$ cat config.mk
export PLATFORM = sky130hd
export DESIGN_NAME = circular_fifo_with_overwrite
export DESIGN_NICKNAME = d
export VERILOG_FILES = /design/src/hw/rtl/cfo_pkg.sv /design/src/hw/rtl/circular_fifo_with_overwrite.sv
export SDC_FILE = /design/constraint.sdc
export NUM_CORES = 1
export LEC_CHECK = 0
export BUFFER_PORTS_ARGS = -buffer_cell sky130_fd_sc_hd__clkbuf_2
export CAP_MARGIN = 15
export CORE_ASPECT_RATIO = 1.1
export CORE_MARGIN = 2
export CORE_UTILIZATION = 45
export DETAILED_ROUTE_END_ITERATION = 7
export SETUP_SLACK_MARGIN = 0.5
export SLEW_MARGIN = 0
export SYNTH_ARGS = -nofsm -noshare
export SYNTH_HDL_FRONTEND = slang
export SYNTH_SLANG_ARGS = --single-unit
$ cat constraint.sdc
create_clock -name aclk -period 6 [get_ports aclk]
set_input_delay 0.3 -clock aclk [delete_from_list [all_inputs] [get_ports aclk]]
set_output_delay 0.3 -clock aclk [all_outputs]
set_load 0.02 [all_outputs]
$ cat src/hw/rtl/cfo_pkg.sv
// cfo_pkg: shared constants and types of the circular fifo with overwrite
// sizes, operation and status codes, controller states; no dependencies
`default_nettype none

package cfo_pkg;

    localparam int CAPACITY   = 16;
    localparam int DATA_WIDTH = 32;
    localparam int PTR_W      = (CAPACITY > 1) ? $clog2(CAPACITY) : 1;
    localparam int CNT_W      = $clog2(CAPACITY + 1);

    // beat field widths
    localparam int OP_W      = 3;
    localparam int WORD_W    = 32;
    localparam int STATUS_W  = 2;
    localparam int OCC_W     = 5;
    localparam int CFG_IDX_W = 1;
    localparam int CFG_DAT_W = 8;
    localparam int S_TDATA_W = 40;
    localparam int M_TDATA_W = 48;

    typedef enum logic [OP_W-1:0] {
        OP_ENQ  = 3'd0,
        OP_DEQ  = 3'd1,
        OP_PEEK = 3'd2,
        OP_SOFT = 3'd3,
        OP_HARD = 3'd4
    } op_t;

    typedef enum logic [STATUS_W-1:0] {
        ST_OK    = 2'd0,
        ST_FULL  = 2'd1,
        ST_EMPTY = 2'd2
    } status_t;

    typedef enum logic [CFG_IDX_W-1:0] {
        CFG_OVERWRITE_EN = 1'd0,
        CFG_ERASE_BYTE   = 1'd1
    } cfg_idx_t;

    typedef enum logic [1:0] {
        S_IDLE,
        S_READ,
        S_FILL
    } state_t;

endpackage

`default_nettype wire

$ cat src/hw/rtl/circular_fifo_with_overwrite.sv
// circular_fifo_with_overwrite: ring-buffer fifo with optional overwrite, top level
// holds the entry memory, pointers, controller and output register; uses cfo_pkg
`default_nettype none

// A 16-entry ring buffer of 32-bit words driven by operation beats on the s_ side
// (enqueue, dequeue, peek, soft clear, hard clear) and answering each operation with
// one result beat on the m_ side: status, data word, occupancy and full/empty flags.
// With overwrite enabled, an enqueue into a full queue replaces the oldest word.
// The words live in a synchronous memory with a registered read port, so an
// enqueue, a soft clear, an unused code or a dequeue or peek refused on an empty
// queue is answered from S_IDLE, a dequeue or peek of a non-empty queue passes
// through S_READ (address, then registered read data); a hard clear runs S_FILL,
// sweeping the memory one entry per cycle while s_tready stays low. The result
// register lets a new beat be taken in the cycle the previous result is taken.
// No clearing pass follows reset: entries are only read after they were written.
module circular_fifo_with_overwrite (
    input  wire logic                                aclk,
    input  wire logic                                aresetn,
    // operation channel
    input  wire logic                                s_tvalid,
    output logic                                     s_tready,
    // op[2:0], data_in[34:3], zero pad
    input  wire logic [cfo_pkg::S_TDATA_W-1:0]       s_tdata,
    // result channel
    output logic                                     m_tvalid,
    input  wire logic                                m_tready,
    // status[1:0], data_out[33:2], occupancy[38:34], is_full[39], is_empty[40], zero pad
    output logic [cfo_pkg::M_TDATA_W-1:0]            m_tdata,
    // configuration writes
    input  wire logic                                cfg_wr_en,
    input  wire logic [cfo_pkg::CFG_IDX_W-1:0]       cfg_index,
    input  wire logic [cfo_pkg::CFG_DAT_W-1:0]       cfg_wdata
);

    localparam int PW = cfo_pkg::PTR_W;
    localparam int CW = cfo_pkg::CNT_W;
    localparam int DW = cfo_pkg::DATA_WIDTH;
    localparam logic [PW-1:0] LAST_SLOT = PW'(cfo_pkg::CAPACITY - 1);
    localparam logic [CW-1:0] FULL_CNT  = CW'(cfo_pkg::CAPACITY);

    // entry memory
    logic [DW-1:0] mem [cfo_pkg::CAPACITY];
    logic          mem_we;
    logic [PW-1:0] mem_waddr;
    logic [DW-1:0] mem_wdata;
    logic [DW-1:0] rd_data_reg;

    // configuration
    logic                          overwrite_en_reg;
    logic [cfo_pkg::CFG_DAT_W-1:0] erase_byte_reg;

    // queue state
    cfo_pkg::state_t state_reg, state_next;
    logic [PW-1:0]   wptr_reg, wptr_next;
    logic [PW-1:0]   rptr_reg, rptr_next;
    logic [CW-1:0]   count_reg, count_next;
    logic [PW-1:0]   fill_idx_reg, fill_idx_next;
    logic [DW-1:0]   fill_word_reg, fill_word_next;

    // result register
    logic                     m_valid_reg, m_valid_next;
    cfo_pkg::status_t         status_reg, status_next;
    logic [cfo_pkg::WORD_W-1:0] dout_reg, dout_next;
    logic [CW-1:0]            occ_reg, occ_next;

    logic                     in_beat;
    logic                     out_load;
    logic [cfo_pkg::OP_W-1:0] in_op;
    logic [DW-1:0]            in_data;

    function automatic logic [PW-1:0] next_slot(input logic [PW-1:0] p);
        next_slot = (p == LAST_SLOT) ? '0 : p + PW'(1);
    endfunction

    assign in_op   = s_tdata[cfo_pkg::OP_W-1:0];
    assign in_data = DW'(s_tdata[cfo_pkg::OP_W +: cfo_pkg::WORD_W]);

    // one operation at a time; result register must be free or draining
    assign s_tready = (state_reg == cfo_pkg::S_IDLE) && (!m_valid_reg || m_tready);
    assign in_beat  = s_tvalid && s_tready;

    assign m_tvalid = m_valid_reg;
    assign m_tdata  = {7'd0,
                       (occ_reg == '0),
                       (occ_reg == FULL_CNT),
                       cfo_pkg::OCC_W'(occ_reg),
                       dout_reg,
                       status_reg};

    // controller: next state, pointer updates, memory write and result load
    always_comb begin
        state_next     = state_reg;
        wptr_next      = wptr_reg;
        rptr_next      = rptr_reg;
        count_next     = count_reg;
        fill_idx_next  = fill_idx_reg;
        fill_word_next = fill_word_reg;
        mem_we         = 1'b0;
        mem_waddr      = wptr_reg;
        mem_wdata      = in_data;
        out_load       = 1'b0;
        status_next    = status_reg;
        dout_next      = dout_reg;
        occ_next       = occ_reg;

        case (state_reg)
            cfo_pkg::S_IDLE: begin
                if (in_beat) begin
                    case (cfo_pkg::op_t'(in_op))
                        cfo_pkg::OP_ENQ: begin
                            out_load    = 1'b1;
                            dout_next   = '0;
                            status_next = cfo_pkg::ST_OK;
                            if (count_reg == FULL_CNT) begin
                                if (overwrite_en_reg) begin
                                    // replace the oldest word, both pointers move
                                    mem_we    = 1'b1;
                                    wptr_next = next_slot(wptr_reg);
                                    rptr_next = next_slot(rptr_reg);
                                end else begin
                                    status_next = cfo_pkg::ST_FULL;
                                end
                            end else begin
                                mem_we     = 1'b1;
                                wptr_next  = next_slot(wptr_reg);
                                count_next = count_reg + CW'(1);
                            end
                            occ_next = count_next;
                        end
                        cfo_pkg::OP_DEQ, cfo_pkg::OP_PEEK: begin
                            if (count_reg == '0) begin
                                out_load    = 1'b1;
                                status_next = cfo_pkg::ST_EMPTY;
                                dout_next   = '0;
                                occ_next    = count_reg;
                            end else begin
                                // memory reads rptr this edge; S_READ then loads the result register
                                state_next = cfo_pkg::S_READ;
                                if (cfo_pkg::op_t'(in_op) == cfo_pkg::OP_DEQ) begin
                                    rptr_next  = next_slot(rptr_reg);
                                    count_next = count_reg - CW'(1);
                                end
                            end
                        end
                        cfo_pkg::OP_SOFT, cfo_pkg::OP_HARD: begin
                            out_load    = 1'b1;
                            status_next = cfo_pkg::ST_OK;
                            dout_next   = '0;
                            wptr_next   = '0;
                            rptr_next   = '0;
                            count_next  = '0;
                            occ_next    = '0;
                            if (cfo_pkg::op_t'(in_op) == cfo_pkg::OP_HARD) begin
                                state_next     = cfo_pkg::S_FILL;
                                fill_idx_next  = '0;
                                fill_word_next = {(DW / 8){erase_byte_reg}};
                            end
                        end
                        default: begin
                            // unused code: report current occupancy only
                            out_load    = 1'b1;
                            status_next = cfo_pkg::ST_OK;
                            dout_next   = '0;
                            occ_next    = count_reg;
                        end
                    endcase
                end
            end
            cfo_pkg::S_READ: begin
                out_load    = 1'b1;
                status_next = cfo_pkg::ST_OK;
                dout_next   = cfo_pkg::WORD_W'(rd_data_reg);
                occ_next    = count_reg;
                state_next  = cfo_pkg::S_IDLE;
            end
            cfo_pkg::S_FILL: begin
                mem_we        = 1'b1;
                mem_waddr     = fill_idx_reg;
                mem_wdata     = fill_word_reg;
                fill_idx_next = fill_idx_reg + PW'(1);
                if (fill_idx_reg == LAST_SLOT) begin
                    state_next = cfo_pkg::S_IDLE;
                end
            end
            default: begin
                state_next = cfo_pkg::S_IDLE;
            end
        endcase

        m_valid_next = m_valid_reg && !m_tready;
        if (out_load) begin
            m_valid_next = 1'b1;
        end
    end

    // entry memory: one write port, registered read at the read pointer
    always_ff @(posedge aclk) begin
        if (mem_we) begin
            mem[mem_waddr] <= mem_wdata;
        end
        rd_data_reg <= mem[rptr_reg];
    end

    // control state
    always_ff @(posedge aclk) begin
        if (!aresetn) begin
            state_reg        <= cfo_pkg::S_IDLE;
            wptr_reg         <= '0;
            rptr_reg         <= '0;
            count_reg        <= '0;
            fill_idx_reg     <= '0;
            m_valid_reg      <= 1'b0;
            overwrite_en_reg <= 1'b0;
            erase_byte_reg   <= '0;
        end else begin
            state_reg    <= state_next;
            wptr_reg     <= wptr_next;
            rptr_reg     <= rptr_next;
            count_reg    <= count_next;
            fill_idx_reg <= fill_idx_next;
            m_valid_reg  <= m_valid_next;
            if (cfg_wr_en) begin
                case (cfo_pkg::cfg_idx_t'(cfg_index))
                    cfo_pkg::CFG_OVERWRITE_EN: overwrite_en_reg <= cfg_wdata[0];
                    cfo_pkg::CFG_ERASE_BYTE:   erase_byte_reg   <= cfg_wdata;
                    default: ;
                endcase
            end
        end
    end

    // payload registers
    always_ff @(posedge aclk) begin
        fill_word_reg <= fill_word_next;
        status_reg    <= status_next;
        dout_reg      <= dout_next;
        occ_reg       <= occ_next;
    end

endmodule

`default_nettype wire
==> summary.txt, run 1 <==
status -> finished, final reports clean
FFs w/ async S/R, synth -> 0
drc violations -> 0
max_cap viols -> 0
Critical Path AT -> 4010 ps
critical path cell sequence -> inv_1, ha_1, nand4bb_1, nor2_1, nor3_2, a32oi_1, nor2_4, buf_4
cell taking the most area after synthesis -> edfxtp_1
fmax -> 268.9 MHz
Max stage delay cell, worst path -> nor2_4
IO Pins -> 104
Final Hold Viols -> 0
count of flip-flops with a built-in enable after synthesis -> 559
final std cells w/o fill -> 2037
pin count of the biggest net entering global routing -> 106
Antenna Nets Post-Route -> 0
Cells after Synth -> 1189
final setup fails -> 0
RSZ-0062 raised after global routing -> false
Hold Path Class -> in2reg
Chip Width -> 223.4 um
hold_buf cts -> 9
Clock Tree Root -> clkbuf_16
synth cell count leaders -> 559 x edfxtp_1, 160 x mux4_2, 107 x nand2_1, 61 x dfxtp_1, 38 x clkbuf_1
Vias/cell -> 5.688
Tcrit/Tclk final -> 0.6197
Initial DRC Count -> 1147
crit end category -> register
Clock Skew -> 17.19 ps
Buffers on Ports -> 91
GR Overflow Total -> 0
dominant synthesized flop cell -> edfxtp_1
Slew headroom -> 0.3084
DP Cell Count -> 1917
Max VDD drop -> 225.5 uV
DRT Pass-1 Iters -> 5
CORE AREA -> 52410 sq um
CTS sink count -> 620
Layout area overhead -> 14.03%
crit path time final -> 3718 ps
worst-margin pin slew -> 1035 ps
initial antenna violation count -> 3
number of core rows -> 88
Die ar. -> 54800 sq um
Worst-Skew Late Latency -> 620 ps
Post-CTS Setup Inserts -> 0
Mapped Avg Cell Area -> 20.04 sq um
Total Neg Setup Slack -> 0 ps
drt wl/cell -> 25.57 um
total power draw -> 0.008960 W
fill cell total of the finished layout -> 4174
Pwr per Cell Area -> 329.8 nW/um^2
register area share after synthesis -> 0.7558
utilization after layout -> 0.5184
placer congestion estimate -> 0.7669
worst hold slack -> 41.30 ps
Syn. warnings -> 0
Worst path max stage delay -> 910 ps
Post-Synthesis Cell Area -> 23830 sq um
max reg flops -> 512
top-count cell post-synth -> edfxtp_1
Diodes inserted -> 0
largest cells by area after synthesis -> edfxtp_1 70%, mux4_2 15%, dfxtp_1 5.1%
WP data required -> 6290 ps
Vias -> 11590
critical path class -> reg2reg
fraction of layout cells with a size suffix above 1 -> 0.2907
Die Span Y -> 245.3 um
final wirelength -> 52080 um
worst-path maximum fanout -> 20
CTS tree -> yes
Leak -> 8.792 nW
Tot GR Track Use -> 0.1959
Initial Util -> 0.4546
post-synth top area share -> 0.7045
CTS Buf Count -> 59
post-synthesis register bit count -> 620
clock tree buffer depth -> 3
crit start category -> register
post-CTS sizing -> 0
first-pass GRT wire length -> 77540 um
Final Max Slew Viols -> 0
htree depth -> 2
HPWL after detailed placement -> 28470 um
vias in the first global route -> 11910
synth unique cells -> 56
Clock Pin Slew Worst Setup and Hold Paths -> 60 ps
final layout net count -> 1371
-- power breakdown --
| part | internal [W] | switching [W] |
|---|---|---|
| combinational | 0.000169 | 0.000253 |
| clock | 0.00211 | 0.00161 |
| sequential | 0.00479 | 0.0000326 |
| total | 0.00707 | 0.00189 |
-- worst max-delay path, delay by kind of cell (launching register included) --
kind / cells / cell delay, ps
AOI/OAI and AO/OA: 1 / 420
adders and majority gates: 1 / 270
buffers and inverters: 2 / 540
DFF: 1 / 500
and+or+nand+nor: 4 / 1660
-- metal layers --
metal  vias to the layer above  global-route usage  routed length, um
met5                         -                   0                  0
met2                       294              0.3388              26620
li1                       5043                   -                  -
met1                      6178              0.2597              21740
met3                        72             0.03274               2562
met4                         0             0.05216               1154
-- stage by stage --
stage,setup WS (ps),cell area (sq um)
2_1_floorplan,2375,23850
3_3_place_gp,2359,25140
3_5_place_dp,2232,25140
4_1_cts,2222,27170
5_1_grt,2027,27170
6_report,2282,27170
-- cells in the final DEF, fill, tap and decap left out, drive strengths merged, types with 3 or more instances in the layout --
cell         count
edfxtp         559
clkbuf         162
mux4           160
nand2          107
dfxtp           61
and2            32
nor2            30
clkinv          27
buf             24
nand3           18
inv             17
o21ai           15
a31oi           12
a21oi           12
nor3            12
a21boi          12
nor2b           11
dlygate4sd3      9
nand2b           8
mux2i            7
conb             7
bufinv           6
and3             5
nor3b            5
ha               5
nand4            4
o21a             3
o22ai            3
a211oi           3
-- final cells by class --
type / instances / area (sq um) / area share
Clock buffer: 71 / 1551 / 0.05711
Clock inverter: 40 / 384.1 / 0.01414
Inverter: 12 / 45.04 / 0.001658
Multi-Input combinational cell: 495 / 5577 / 0.2053
Sequential cell: 620 / 18020 / 0.6631
Tap cell: 675 / 844.6 / 0.03109
Timing Repair Buffer: 124 / 750.7 / 0.02763
-- kinds of logic after synthesis --
family | count (synthesis) | synth area share
XOR/XNOR | 4 | 0.001471
AND/OR/NAND/NOR | 240 | 0.04847
adder cells (fa/ha/maj) | 5 | 0.002626
buffers and inverters | 80 | 0.01702
flip-flops | 620 | 0.7558
other | 1 | 0.0001574
multiplexers | 167 | 0.1542
AO/OA/AOI/OAI | 72 | 0.02027
-- path summary, 6_finish.rpt --
path / start / end / slack, ps / depth (start not counted)
max reg2reg: count_reg[0] / mem[10][27] / 2280 / 8
min reg2reg: erase_byte_reg[5] / fill_word_reg[29] / 430 / 0
max: count_reg[0] / mem[10][27] / 2280 / 8
min: m_tready / m_tvalid / 40 / 3
No activity file was read; power rests on OpenSTA's default activity.
==> run 2, diff against run 1 <==
- ABC_AREA: not set -> 1
- clock period: 6 -> 3.4 ns (I/O delays scaled with it)
==> run 2 against run 1 <==
Against the previous run: clock power rose by 69%; final cell count increased by 41%; via count rose by 36%; largest power group unchanged; global-route usage grew 2.3 points; sequential power is 79% higher.
==> summary.txt, run 2 <==
status -> finished, final reports clean
drt wl/cell -> 21.16 um (-17%)
WP data required -> 3670 ps (-2620 ps)
Vias -> 15700 (+36%)
HPWL after detailed placement -> 34620 um (+22%)
final setup fails -> 0 (unchanged)
Mapped Avg Cell Area -> 12.23 sq um (-39%)
Antenna Nets Post-Route -> 0 (unchanged)
Clock Pin Slew Worst Setup and Hold Paths -> 60 ps (about the same)
RSZ-0062 raised after global routing -> true
CORE AREA -> 53670 sq um (+2.4%)
Clock Skew -> 23.83 ps (+6.633 ps)
clock tree buffer depth -> 3 (unchanged)
largest cells by area after synthesis -> edfxtp_1 69%, nor2_1 7.1%, o21ai_0 5.8%
max_cap viols -> 0 (unchanged)
placer congestion estimate -> 0.8286 (+8.0%)
most frequent cells in the layout -> 559 x edfxtp_1, 449 x nor2_1, 284 x o21ai_0, 158 x nand2_1, 109 x o211ai_1
crit start category -> register
IO Pins -> 104 (unchanged)
GR Overflow Total -> 0 (unchanged)
crit end category -> register
count of flip-flops with a built-in enable after synthesis -> 559 (unchanged)
final layout net count -> 2157 (+57%)
Cells after Synth -> 2001 (+68%)
Final Max Slew Viols -> 0 (unchanged)
Buffers on Ports -> 91 (unchanged)
initial antenna violation count -> 0 (-3)
Worst-Skew Late Latency -> 620 ps (about the same)
Die Span Y -> 248.6 um (+1.3%)
synth unique cells -> 33 (-41%)
CTS Buf Count -> 60 (+1.7%)
worst-path maximum fanout -> 24 (+20%)
synth cell count leaders -> 559 x edfxtp_1, 464 x nor2_1, 284 x o21ai_0, 159 x nand2_1, 109 x o211ai_1
Syn. warnings -> 0 (unchanged)
max reg flops -> 512 (unchanged)
Tcrit/Tclk final -> 0.8039 (+0.1842)
pin count of the biggest net entering global routing -> 177 (+67%)
CTS sink count -> 620 (unchanged)
first-pass GRT wire length -> 92880 um (+20%)
dominant synthesized flop cell -> edfxtp_1
Layout area overhead -> 14.00% (about the same)
worst hold slack -> 34.44 ps (-6.864 ps)
CTS tree -> yes
Tot GR Track Use -> 0.2187 (+0.02272)
Post-Synthesis Cell Area -> 24480 sq um (+2.7%)
Slew headroom -> 0.2670 (-0.04138)
Total Neg Setup Slack -> 0 ps (unchanged)
Final Hold Viols -> 0 (unchanged)
drc violations -> 0 (unchanged)
cell taking the most area after synthesis -> edfxtp_1
most common cell after layout, fill and taps aside -> edfxtp_1
Diodes inserted -> 0 (unchanged)
post-synthesis register bit count -> 620 (unchanged)
final wirelength -> 60820 um (+17%)
Leak -> 9.680 nW (+10%)
Pwr per Cell Area -> 581.2 nW/um^2 (+76%)
critical path class -> reg2reg
fraction of layout cells with a size suffix above 1 -> 0.1277 (-0.1631)
Clock Tree Root -> clkbuf_16
worst-margin pin slew -> 1099 ps (+64.53 ps)
Critical Path AT -> 3000 ps (-1010 ps)
fmax -> 365.8 MHz (+36%)
fill cell total of the finished layout -> 4613 (+11%)
Vias/cell -> 5.464 (-3.9%)
DRT Pass-1 Iters -> 4 (-1)
post-synth top area share -> 0.6857 (-0.01880)
Initial Util -> 0.4561 (+0.001465)
vias in the first global route -> 15440 (+30%)
htree depth -> 2 (unchanged)
crit path time final -> 2733 ps (-985.1 ps)
Hold Path Class -> in2reg
register area share after synthesis -> 0.7356 (-0.02017)
number of core rows -> 89 (+1.1%)
Die ar. -> 56280 sq um (+2.7%)
Initial DRC Count -> 1326 (+16%)
Chip Width -> 226.4 um (+1.3%)
FFs w/ async S/R, synth -> 0 (unchanged)
top-count cell post-synth -> edfxtp_1
Max VDD drop -> 338.6 uV (+50%)
## run 2: per-stage QoR
stage                     setup WS, ps  area (sq um)  total power, W  instances    util
after detailed placement         613.1         25890         0.01008       2751  0.4824
after global routing             490.0         27900         0.01680       2874  0.5199
final                            666.6         27900         0.01622       2874  0.5199
after global placement           650.6         25890         0.01005       2751  0.4824
after CTS                        577.8         27860         0.01634       2872  0.5191
after floorplan                  334.6         24510        0.009634       2007       -
## run 2: worst max-delay path, cell delays in order (launching register included)
cell,delay (ps)
dfxtp_1,410
inv_1,140
ha_1,280
nand3_2,140
inv_1,60
nand2_1,70
nand3_1,160
nand2_1,210
nand3_1,360
nor2_4,220
buf_6,330
## run 2: worst paths after layout
path | endpoint | cells past startpoint | startpoint | slack (ps)
worst max-delay path | mem[12][4] | 10 | count_reg[0] | 670
worst min-delay path | erase_byte_reg[6] | 4 | cfg_index | 30
worst max register to register | mem[12][4] | 10 | count_reg[0] | 670
worst min register to register | fill_word_reg[24] | 0 | erase_byte_reg[0] | 440
## run 2: power breakdown
part	switching [W]	internal [W]
clock network	0.00273	0.00357
logic	0.000935	0.000359
registers	0.0000765	0.00855
total	0.00374	0.0125
## run 2: timing repair
action	in CTS	in global routing
resized for setup	0	7
setup buffers	0	2
endpoints found under the setup margin	0	209
hold buffers	11	0
hold endpoints to repair	10	0
## run 2: final cells by class
| type | instances | area (sq um) | share of cell area |
|---|---|---|---|
| Multi-Input combinational cell | 1186 | 5724 | 0.2051 |
| Clock buffer | 87 | 1684 | 0.06035 |
| Timing Repair Buffer | 154 | 1104 | 0.03955 |
| Clock inverter | 23 | 173.9 | 0.006233 |
| Inverter | 76 | 290.3 | 0.01040 |
| Tap cell | 728 | 910.9 | 0.03264 |
| Sequential cell | 620 | 18020 | 0.6457 |
## run 2: per-layer routing
metal | track usage | vias up | part of all wire
met5 | 0 | - | 0
met4 | 0.06560 | 0 | 0.024
met3 | 0.03427 | 88 | 0.060
met2 | 0.3624 | 490 | 0.49
met1 | 0.2977 | 7792 | 0.43
li1 | - | 7334 | -
## run 2: cell families (layout without fill, tap and decap cells)
| group | Yosys count | in the layout | share of synthesized area |
|---|---|---|---|
| and+or+nand+nor | 734 | 734 | 0.1197 |
| DFF | 620 | 620 | 0.7356 |
| AOI/OAI and AO/OA | 434 | 434 | 0.1035 |
| buffers and inverters | 201 | 340 | 0.03634 |
| xor gates and xnor gates | 6 | 6 | 0.002147 |
| adders and majority gates | 5 | 5 | 0.002556 |
| other | 1 | 7 | 0.0001532 |
==> run 3, diff against run 2 <==
- clock period: 3.4 -> 2.26 ns (I/O delays scaled with it)
==> run 3 against run 2 <==
Against the previous run: worst setup slack lost 510 ps; combinational power grew 80%; largest power group unchanged; sequential share of layout area shrank 5.6 points; core utilization grew 5.0 points; global-route usage grew 0.81 points; total power grew 57%; first-iteration DRC count grew 19%; sequential power grew 51%; largest cell class unchanged; clock power grew 62%; hold slack lost 21 ps.
==> summary.txt, run 3 (same netlist as run 2, synthesis figures left out) <==
GR Overflow Total -> 0 (unchanged)
Final Hold Viols -> 0 (unchanged)
worst hold slack -> 13.31 ps (-21.12 ps)
Layout area overhead -> 24.87%
critical path class -> reg2reg
initial antenna violation count -> 0 (unchanged)
Diodes inserted -> 0 (unchanged)
max reg flops -> 512 (unchanged)
Initial DRC Count -> 1573 (+19%)
Clock Tree Root -> clkbuf_16
Die Span Y -> 248.6 um (unchanged)
Clock Pin Slew Worst Setup and Hold Paths -> 60 ps (about the same)
hold_sp -> s_tdata[3]
DRT Pass-1 Iters -> 5 (+1)
Buffers on Ports -> 91 (unchanged)
RSZ-0062 raised after global routing -> true
IO Pins -> 104 (unchanged)
final std cells w/o fill -> 3012 (+4.8%)
Leak -> 10.81 nW (+12%)
max_cap viols -> 0 (unchanged)
HPWL after detailed placement -> 35180 um (+1.6%)
CTS tree -> yes
vias in the first global route -> 15510 (+0.45%)
most frequent cells in the layout -> 559 x edfxtp_1, 445 x nor2_1, 283 x o21ai_0, 128 x nand2_1, 109 x o211ai_1
most common cell after layout, fill and taps aside -> edfxtp_1
fraction of layout cells with a size suffix above 1 -> 0.1944 (+0.06672)
Total Neg Setup Slack -> 0 ps (unchanged)
placer congestion estimate -> 0.8270 (-0.19%)
drc violations -> 0 (unchanged)
Slew headroom -> 0.6620 (+0.3949)
worst-path maximum fanout -> 6 (-75%)
Hold Path Class -> in2reg
CTS sink count -> 620 (unchanged)
Vias/cell -> 5.500 (+0.66%)
DP Cell Count -> 2788 (+1.3%)
CTS Buf Count -> 60 (unchanged)
Pwr per Cell Area -> 832.7 nW/um^2 (+43%)
final wirelength -> 67460 um (+11%)
number of core rows -> 89 (unchanged)
Die ar. -> 56280 sq um (unchanged)
multi-input logic area -> 5996 sq um (+4.7%)
Critical Path Start -> state_reg[1]
Tcrit/Tclk final -> 0.9294 (+0.1255)
final layout net count -> 2294 (+6.4%)
Tot GR Track Use -> 0.2268 (+0.008093)
crit start category -> register
first-pass GRT wire length -> 94880 um (+2.1%)
crit end category -> register
Chip Width -> 226.4 um (unchanged)
htree depth -> 2 (unchanged)
fmax -> 476.1 MHz (+30%)
drt wl/cell -> 22.40 um (+5.8%)
fill cell total of the finished layout -> 4320 (-6.4%)
worst-margin pin slew -> 501.7 ps (-597.7 ps)
Antenna Nets Post-Route -> 0 (unchanged)
CORE AREA -> 53670 sq um (unchanged)
Register Area -> 18030 sq um (about the same)
Clock Skew -> 28.66 ps (+4.832 ps)
Worst-Skew Late Latency -> 630 ps (about the same)
Max VDD drop -> 619.9 uV (+83%)
Final Max Slew Viols -> 0 (unchanged)
final setup fails -> 0 (unchanged)
Initial Util -> 0.4561 (unchanged)
crit path time final -> 2100 ps (-632.9 ps)
Critical Path AT -> 2420 ps (-580 ps)
WP data required -> 2580 ps (-1090 ps)
Vias -> 16570 (+5.5%)
RR Startpoint -> state_reg[1]
pin count of the biggest net entering global routing -> 101 (-43%)
clock tree buffer depth -> 3 (unchanged)
status -> finished, final reports clean
## run 3: cell count changes in the layout (fill, tap and decap cells not counted), moves of 15 or more
cell           previous run  this run
nand2_2                   2        20
clkbuf_16                61        76
dlygate4sd3_1            11        33
buf_12                   10        46
nand2_1                 158       128
buf_6                     6        27
buf_4                    36        57
## run 3: area by class of cell
cell class | count | area share
clock buffer | 78 | 0.05264
tap | 728 | 0.02980
multi-input combinational | 1186 | 0.1962
inverter | 76 | 0.01011
clock inverter | 33 | 0.01261
timing repair buffer | 291 | 0.1089
sequential | 620 | 0.5897
## run 3: power by group
part           internal, W  total, W  switching [W]
clock network      0.00592    0.0102        0.00425
logic             0.000783   0.00232        0.00154
registers           0.0128    0.0130       0.000106
## run 3: stage by stage
stage	setup slack, ps	cell area (sq um)	total power, W	utilization
floorplan	152.9	24720	0.01453	-
global placement	209.4	26560	0.01524	0.4949
detailed placement	182.9	26560	0.01528	0.4949
CTS	224.9	29600	0.02552	0.5514
global route	111.6	30570	0.02631	0.5695
finish	159.5	30570	0.02545	0.5695
## run 3: per-layer routing
layer	vias to the layer above	track usage	wire length [um]
met4	0	0.07425	2018
li1	7639	-	-
met5	-	0	0
met2	568	0.3689	32970
met3	104	0.04230	4608
met1	8256	0.3079	27870
## run 3: worst paths after layout
check | slack [ps] | depth (start not counted) | end
worst min-delay path | 10 | 3 | mem[13][0]
worst max register to register | 160 | 10 | mem[3][26]
worst max-delay path | 160 | 10 | mem[3][26]
worst min register to register | 430 | 0 | fill_word_reg[30]
## run 3: timing repair
item | in CTS | in global routing
cloned | 9 | 24
hold endpoints to repair | 159 | 3
pin swaps | 4 | 13
buffers inserted | 28 | 19
hold buffers | 32 | 1
setup endpoints to repair | 611 | 1029
resized for setup | 63 | 63
## run 3: critical path: stages (launching register included)
cell,delay [ps]
dfxtp_2,360
inv_2,50
nor2_4,140
buf_6,130
or2_2,130
o21ai_4,100
nor2_2,210
nand2_4,120
nor2_4,220
buf_12,160
clkbuf_16,180
